--- config.mk ---
export PLATFORM = sky130hd
export DESIGN_NAME = ssi_ctrl
export DESIGN_NICKNAME = d
export VERILOG_FILES = /design/src/rtl/ssi_pkg.sv /design/src/rtl/ssi_ctrl.sv
export SDC_FILE = /design/constraint.sdc
export NUM_CORES = 1
export LEC_CHECK = 0
export BUFFER_PORTS_ARGS = -buffer_cell sky130_fd_sc_hd__buf_4
export CAP_MARGIN = 15
export CORE_AREA = 2 2 39 41
export CTS_BUF_LIST = sky130_fd_sc_hd__clkbuf_8
export DETAILED_ROUTE_END_ITERATION = 10
export DIE_AREA = 0 0 41 43
export GPL_ROUTABILITY_DRIVEN = 1
export PLACE_DENSITY = 0.3
export SETUP_SLACK_MARGIN = 0.2
export SYNTH_ARGS = -nofsm -noshare
export SYNTH_HDL_FRONTEND = slang
export SYNTH_SLANG_ARGS = --single-unit
--- constraint.sdc ---
create_clock -name clk -period 1.2 [get_ports clk]
set_clock_uncertainty 0.05 [all_clocks]
set_input_delay 0.24 -clock clk [delete_from_list [all_inputs] [get_ports clk]]
set_output_delay 0.24 -clock clk [all_outputs]
set_load 0.01 [all_outputs]
--- src/rtl/ssi_pkg.sv ---
// shared types and constants for the sorted set intersection block
package ssi_pkg;

  localparam int DEF_SET_DEPTH = 32;
  localparam int VAL_W = 31;
  localparam int CMD_W = 2;
  localparam int TDATA_W = 32;
  localparam int IN_TUSER_W = 2;
  localparam int OUT_TUSER_W = 2;

  localparam logic [CMD_W-1:0] CMD_INS_A = 2'd0;
  localparam logic [CMD_W-1:0] CMD_INS_B = 2'd1;
  localparam logic [CMD_W-1:0] CMD_COMPUTE = 2'd2;

  typedef enum logic {
    ST_IDLE,
    ST_MERGE
  } ssi_state_t;

  typedef struct packed {
    logic ins_a;
    logic ins_b;
    logic start;
    logic step;
    logic finish;
  } dp_cmd_t;

  typedef struct packed {
    logic both_avail;
    logic out_free;
  } dp_sts_t;

endpackage

--- src/rtl/ssi_ctrl.sv ---
// controller state machine: command decode and merge sequencing
module ssi_ctrl (
  input  logic                         clk,
  input  logic                         rst_n,
  input  logic                         in_tvalid,
  output logic                         in_tready,
  input  logic [ssi_pkg::CMD_W-1:0]    in_cmd,
  input  ssi_pkg::dp_sts_t             sts,
  output ssi_pkg::dp_cmd_t             cmd
);
  import ssi_pkg::*;

  ssi_state_t state_r;
  ssi_state_t state_nxt;
  logic fire;

  assign fire = in_tvalid && (state_r == ST_IDLE);

  always_comb begin
    state_nxt = state_r;
    case (state_r)
      ST_IDLE: begin
        if (fire && in_cmd == CMD_COMPUTE) begin
          state_nxt = ST_MERGE;
        end
      end
      ST_MERGE: begin
        if (!sts.both_avail && sts.out_free) begin
          state_nxt = ST_IDLE;
        end
      end
      default: state_nxt = ST_IDLE;
    endcase
  end

  always_comb begin
    in_tready = 1'b0;
    cmd = '0;
    case (state_r)
      ST_IDLE: begin
        in_tready = 1'b1;
        if (fire) begin
          case (in_cmd)
            CMD_INS_A: cmd.ins_a = 1'b1;
            CMD_INS_B: cmd.ins_b = 1'b1;
            CMD_COMPUTE: cmd.start = 1'b1;
            default: cmd = '0;
          endcase
        end
      end
      ST_MERGE: begin
        if (sts.out_free) begin
          cmd.step = sts.both_avail;
          cmd.finish = !sts.both_avail;
        end
      end
      default: cmd = '0;
    endcase
  end

  always_ff @(posedge clk) begin
    if (!rst_n) begin
      state_r <= ST_IDLE;
    end else begin
      state_r <= state_nxt;
    end
  end

endmodule

== Word level (Yosys, flattened, before mapping) ==
Index checks and enable logic that the tools add are counted.
W data, S select, Z words.

* Register bits: 1
* Input port bits: 7
* Output and inout port bits: 6

* Equal/unequal tests: 2
* Multiplexer cells: 11
* Bitwise logic cells: 1
* Reductions and logical operators: 5

{| class="wikitable"
|+ Operators by type and width
! operator !! count
|-
| $mux W1 || 6
|-
| $mux W5 || 1
|-
| $pmux W2 S2 || 1
|-
| $logic_and A1 B1 Y1 || 3
|-
| $mux W3 || 1
|-
| $eq A2 B1 Y1 const B || 1
|-
| $eq A2 B2 Y1 const B || 1
|-
| $logic_not A2 Y1 || 1
|-
| $mux W2 || 1
|-
| $pmux W1 S2 || 1
|-
| $logic_not A1 Y1 || 1
|-
| $not A1 Y1 || 1
|}

== Longest topological paths before layout ==
Gate-level depths: netlist of run 1.

* Word-level depth: 5
* Mapped depth: 3

== Worst setup path before layout of run 1 ==
No wires, ideal clock.

* Kind: register to output
* Start point: register state_r
* End point: output cmd[4] (netlist name)
* Arrival: 812 ps
* Path slack: 98 ps
* Cell stages (with the launch flop): 2
* Path buffers: 0
* Cells stage by stage: dfxtp_1 > nor4b_1

{| class="wikitable"
|+ RTL lines
! element !! line !! text
|-
| from (decl) || ssi_ctrl.sv:13 || <nowiki>ssi_state_t state_r;</nowiki>
|-
| from (signal assigned) || ssi_ctrl.sv:65 || <nowiki>state_r <= state_nxt;</nowiki>
|-
| to (decl) || ssi_ctrl.sv:9 || <nowiki>output ssi_pkg::dp_cmd_t cmd</nowiki>
|}

==> results of run 1 <==
==> per-stage QoR <==
| stage | setup WS [ns] | utilization (%) | power, mW |
|---|---|---|---|
| after global routing | 0.0985 | 18.0 | 0.0985 |
| final | 0.144 | 18.0 | 0.0941 |
| after detailed placement | 0.112 | 15.5 | 0.0847 |
| after CTS | 0.138 | 17.3 | 0.0935 |
| after floorplan | 0.220 | - | 0.0540 |
| after global placement | 0.116 | 15.5 | 0.0843 |
==> synthesized netlist by cell type <==
master | n | share of area (%)
dfxtp_1 | 1 | 22
o21a_1 | 2 | 16
inv_1 | 2 | 8.1
and3_2 | 1 | 8.1
and4bb_4 | 1 | 18
nor4b_1 | 1 | 9.5
nor3_1 | 1 | 5.4
and4bb_2 | 1 | 14
==> worst max-delay path: cells and delay by family <==
| kind | cells | cell delay (ns) |
|---|---|---|
| buf+inv | 2 | 0.20 |
| simple gates | 1 | 0.33 |
==> layer usage <==
layer	up-vias	part of all wire, %
li1	63	-
met1	48	57
met2	13	24
met3	0	19
met4	0	0
met5	-	0
==> worst min-delay path by stage <==
stage	from	slack, ns	cells after the start	end
CTS	rst_n	0.40	2	state_r
floorplan	rst_n	0.31	1	state_r
global route	rst_n	0.42	2	state_r
finish	rst_n	0.39	2	state_r
detailed placement	rst_n	0.40	2	state_r
global placement	rst_n	0.40	2	state_r
==> area by class of cell <==
cell class | count | area (um^2) | share of cell area [%]
inverters | 2 | 7.51 | 3.02
multi-input cells | 7 | 85.1 | 34.2
flip-flops and latches | 1 | 23.8 | 9.55
repair buffers | 12 | 113 | 45.2
well taps | 16 | 20.0 | 8.04
==> repair_timing <==
action                                  in CTS  in global routing
endpoints found under the setup margin       4                  4
hold endpoints to repair                     0                  0
pin swaps                                    3                  3
resized for setup                            6                  3
==> cell families after synthesis <==
kind of cell	count (synthesis)
AOI/OAI and AO/OA	2
DFF	1
buffers and inverters	2
and+or+nand+nor	5
==> power by group <==
group | internal (mW) | switching (mW)
Combinational | 0.0377 | 0.0192
Sequential | 0.0345 | 0.00273
Clock | 0 | 0
==> cells in the final DEF (no fill, tap or decap) <==
master    synthesis  routed
nor3_2            0       1
inv_1             2       2
dfxtp_4           0       1
and3_2            1       1
and4bb_4          1       1
buf_6             0       2
nor4b_4           0       1
o21a_1            2       2
and4bb_2          1       1
buf_8             0       2
buf_4             0       8
==> results_dict.tcl, run 1 <==
set metrics [dict create \
    placed_cells 38 \
    overflow 0 \
    synthSimpleGateAreaFrac_pct 54.1 \
    finalWorstPathRequiredPeriod_ns 1.06 \
    reg2reg_depth 2 \
    postRouteWirelength_um 328 \
    final_cells 38 \
    drv_cap 0 \
    top_register "state_r" \
    rsz0062_at_grt "true" \
    hp-class "in -> reg" \
    top_regs "state_r (1)" \
    die_area_um2 1760 \
    drtPass1Iterations 1 \
    fill_cells 149 \
    num_io_pins 13 \
    drive_above_1_share_pct 81.8 \
    largest_reg_flops 1 \
    rr_startpoint "state_r" \
    worst_setup_path_end_kind "output port" \
    grt_max_degree 7 \
    required_ns 0.91 \
    hold_slack_ns 0.393 \
    crit_path_start "in_cmd[0]" \
    ir_drop_mv 0.226 \
    drt_iter0_markers 0 \
    cts_hold_buffers 0 \
    numPortBuffers 12 \
    p_per_area_nw_per_um2 378 \
    fin_nets 31 \
    criticalPathCategory "in -> out" \
    final_area_um2 249 \
    core_um2 1380 \
    r2r_slack_ns 0.31 \
    tightest_slew_ns 0.197 \
    cts.clk_slew.worst_paths_ns 0 \
    core.rowCount 14 \
    wire_per_inst_um 8.63 \
    synth_mux_area_share_pct 0 \
    gp_congestion 0.533 \
    p_leak_nw 0.110 \
    finalSetupViolCount 0 \
    ant_nets 0 \
    diodes 0 \
    synth_compound_area_share_pct 16.2 \
    syn_to_final_growth_pct 169 \
    grt_busiest_layer "met1" \
    hold_violations 0 \
    relSlewSlack_pct 86.8 \
    antenna_found_initial 0 \
    synth.avg_cell_area_um2 9.26 \
    cts_setup_buffers 0 \
    place_area_um2 214 \
    hpwlAfterDp_um 308 \
    cp-endpoint "cmd[2]" \
    slew_viol_final 0 \
    drc 0 \
    synthAdderAreaFrac_pct 0 \
    clock_latency_ns 0 \
    outcome "finished, final reports clean" \
    ys_types 8 \
    synth_top_family_by_area "simple AND/OR/NAND/NOR gates" \
    ys_ff_latch 1 \
    crit_chain "buf_8 > and4bb_4 > buf_6" \
    met1_usage_pct 7.30 \
    via_count 124 \
    synth_xor_xnor_area_share_pct 0 \
    fin_setup_tns_ns 0 \
    critPathArrivalTime_ns 0.77 \
    grt_usage_pct 3.70 \
    fmax_ghz 0.947 \
    period_share_pct 88.0 \
    slowest_stage "and4bb_4" \
    startpoint_type "input pin" \
    regToRegEndpoint "state_r" \
    crit_fanout 3 \
    seq_area_frac_synth_pct 21.6 \
    grt_pass1_vias 117 \
    grt_util_met2_pct 4.06 \
    synth_nets 17 \
    grt_util_met3_pct 0.524 \
    synth_warnings 0 \
    via_per_inst 3.26 \
    grt_pass1_wl_um 476 \
    worst_path_largest_cell_delay_ns 0.33 \
    die_x_um 41 \
    netlist_instances 10 \
    synthesis.area_um2 92.6 \
    initial_core_util_pct 6.69 \
    die_h_um 43 \
]
Note: power is estimated with default switching activity, not from simulation.
==> run 2, diff against run 1 <==
==> constraint.sdc (replaced) <==
create_clock -name clk -period 1.3 [get_ports clk]
set_clock_uncertainty 0.05 [all_clocks]
set_input_delay 0.26 -clock clk [delete_from_list [all_inputs] [get_ports clk]]
set_output_delay 0.26 -clock clk [all_outputs]
set_load 0.01 [all_outputs]
==> run 2 against run 1 <==
Global-route usage up 0.10 points. Largest cell class unchanged. Critical path depth unchanged. Critical endpoint unchanged. Cell count unchanged. Worst hold slack improved by 0.024 ns.
==> results_dict.tcl, run 2 (synthesis gave the netlist of run 1 again) <==
set metrics [dict create \
    fin_nets 31 \
    p_per_area_nw_per_um2 363 \
    top_register "state_r" \
    drive_above_1_share_pct 77.3 \
    initial_core_util_pct 6.69 \
    required_ns 0.99 \
    worst_setup_path_end_kind "output port" \
    diodes 0 \
    antenna_found_initial 0 \
    core.rowCount 14 \
    hold_slack_ns 0.417 \
    numPortBuffers 12 \
    finalSetupViolCount 0 \
    largest_reg_flops 1 \
    layout_commonest_cell "buf_4" \
    final_area_um2 234 \
    fmax_ghz 0.907 \
    drv_cap 0 \
    grt_usage_pct 3.80 \
    top_regs "state_r (1)" \
    hold_violations 0 \
    final_cell_mix "9 x buf_4, 2 x inv_1, 2 x o21a_1, 2 x buf_6" \
    gp_congestion 0.542 \
    relSlewSlack_pct 87.3 \
    fin_setup_tns_ns 0 \
    final_util_pct 16.9 \
    overflow 0 \
    die_h_um 43 \
    finalWorstPathRequiredPeriod_ns 1.10 \
    p_leak_nw 0.106 \
    crit_fanout 3 \
    postRouteWirelength_um 335 \
    ir_drop_mv 0.179 \
    drc 0 \
    drtPass1Iterations 1 \
    cts.clk_slew.worst_paths_ns 0 \
    drt_iter0_markers 0 \
    wire_per_inst_um 8.82 \
    period_share_pct 84.8 \
    clock_latency_ns 0 \
    criticalPathCategory "in -> out" \
    syn_to_final_growth_pct 153 \
    slew_viol_final 0 \
    via_per_inst 3.26 \
    grt_max_degree 7 \
    hp-class "in -> reg" \
    die_x_um 41 \
    cts_hold_buffers 0 \
    place_area_um2 209 \
    die_area_um2 1760 \
    core_um2 1380 \
    tightest_slew_ns 0.190 \
    ant_nets 0 \
    num_io_pins 13 \
    grt_pass1_wl_um 489 \
    via_count 124 \
    outcome "finished, final reports clean" \
    critPathArrivalTime_ns 0.79 \
    grt_pass1_vias 98 \
    rsz0062_at_grt "true" \
    startpoint_type "input pin" \
]
==> run 2: layout make-up <==
cell class | count | area, um^2
Tap cell | 16 | 20.0
Sequential cell | 1 | 21.3
Fill cell | 153 | 1150
Multi-Input combinational cell | 7 | 80.1
Inverter | 2 | 7.51
Timing Repair Buffer | 12 | 105
==> run 2: worst max-delay path, cell delays in order <==
cell and delay (ns):
buf_8 0.10, and4bb_4 0.33, buf_6 0.10
==> run 2: layer usage <==
metal / wire [um] / global-route usage (%) / up-vias
met5: 0 / 0 / -
met4: 0 / 0 / 0
met3: 91 / 2.09 / 0
met2: 86 / 3.75 / 13
met1: 156 / 6.98 / 48
li1: - / - / 63
==> run 2: final timing paths <==
kind | startpoint | cells after the start | slack [ns] | end
hold reg to reg | state_r | 2 | 0.57 | state_r
setup reg to reg | state_r | 2 | 0.38 | state_r
setup / recovery | in_cmd[0] | 3 | 0.20 | cmd[2]
hold / removal | rst_n | 2 | 0.42 | state_r
==> run 2: report_power, final <==
group	total [mW]	switching (mW)	leakage [nW]	internal [mW]
Sequential	0.0355	0.00240	0.00860	0.0331
Combinational	0.0494	0.0170	0.0970	0.0323
Clock	0	0	0	0
==> run 2: metrics by stage <==
stage	total power, mW	setup WS [ns]	instances
2_1_floorplan	0.0492	0.251	10
3_3_place_gp	0.0779	0.149	38
3_5_place_dp	0.0777	0.152	38
4_1_cts	0.0826	0.204	38
5_1_grt	0.0893	0.183	38
6_report	0.0849	0.197	38
==> run 2: repair_timing <==
item / CTS / global route
buffers inserted: 0 / 0
endpoints found under the hold margin: 0 / 0
endpoints found under the setup margin: 2 / 4
resized for setup: 3 / 3
pin swaps: 2 / 2
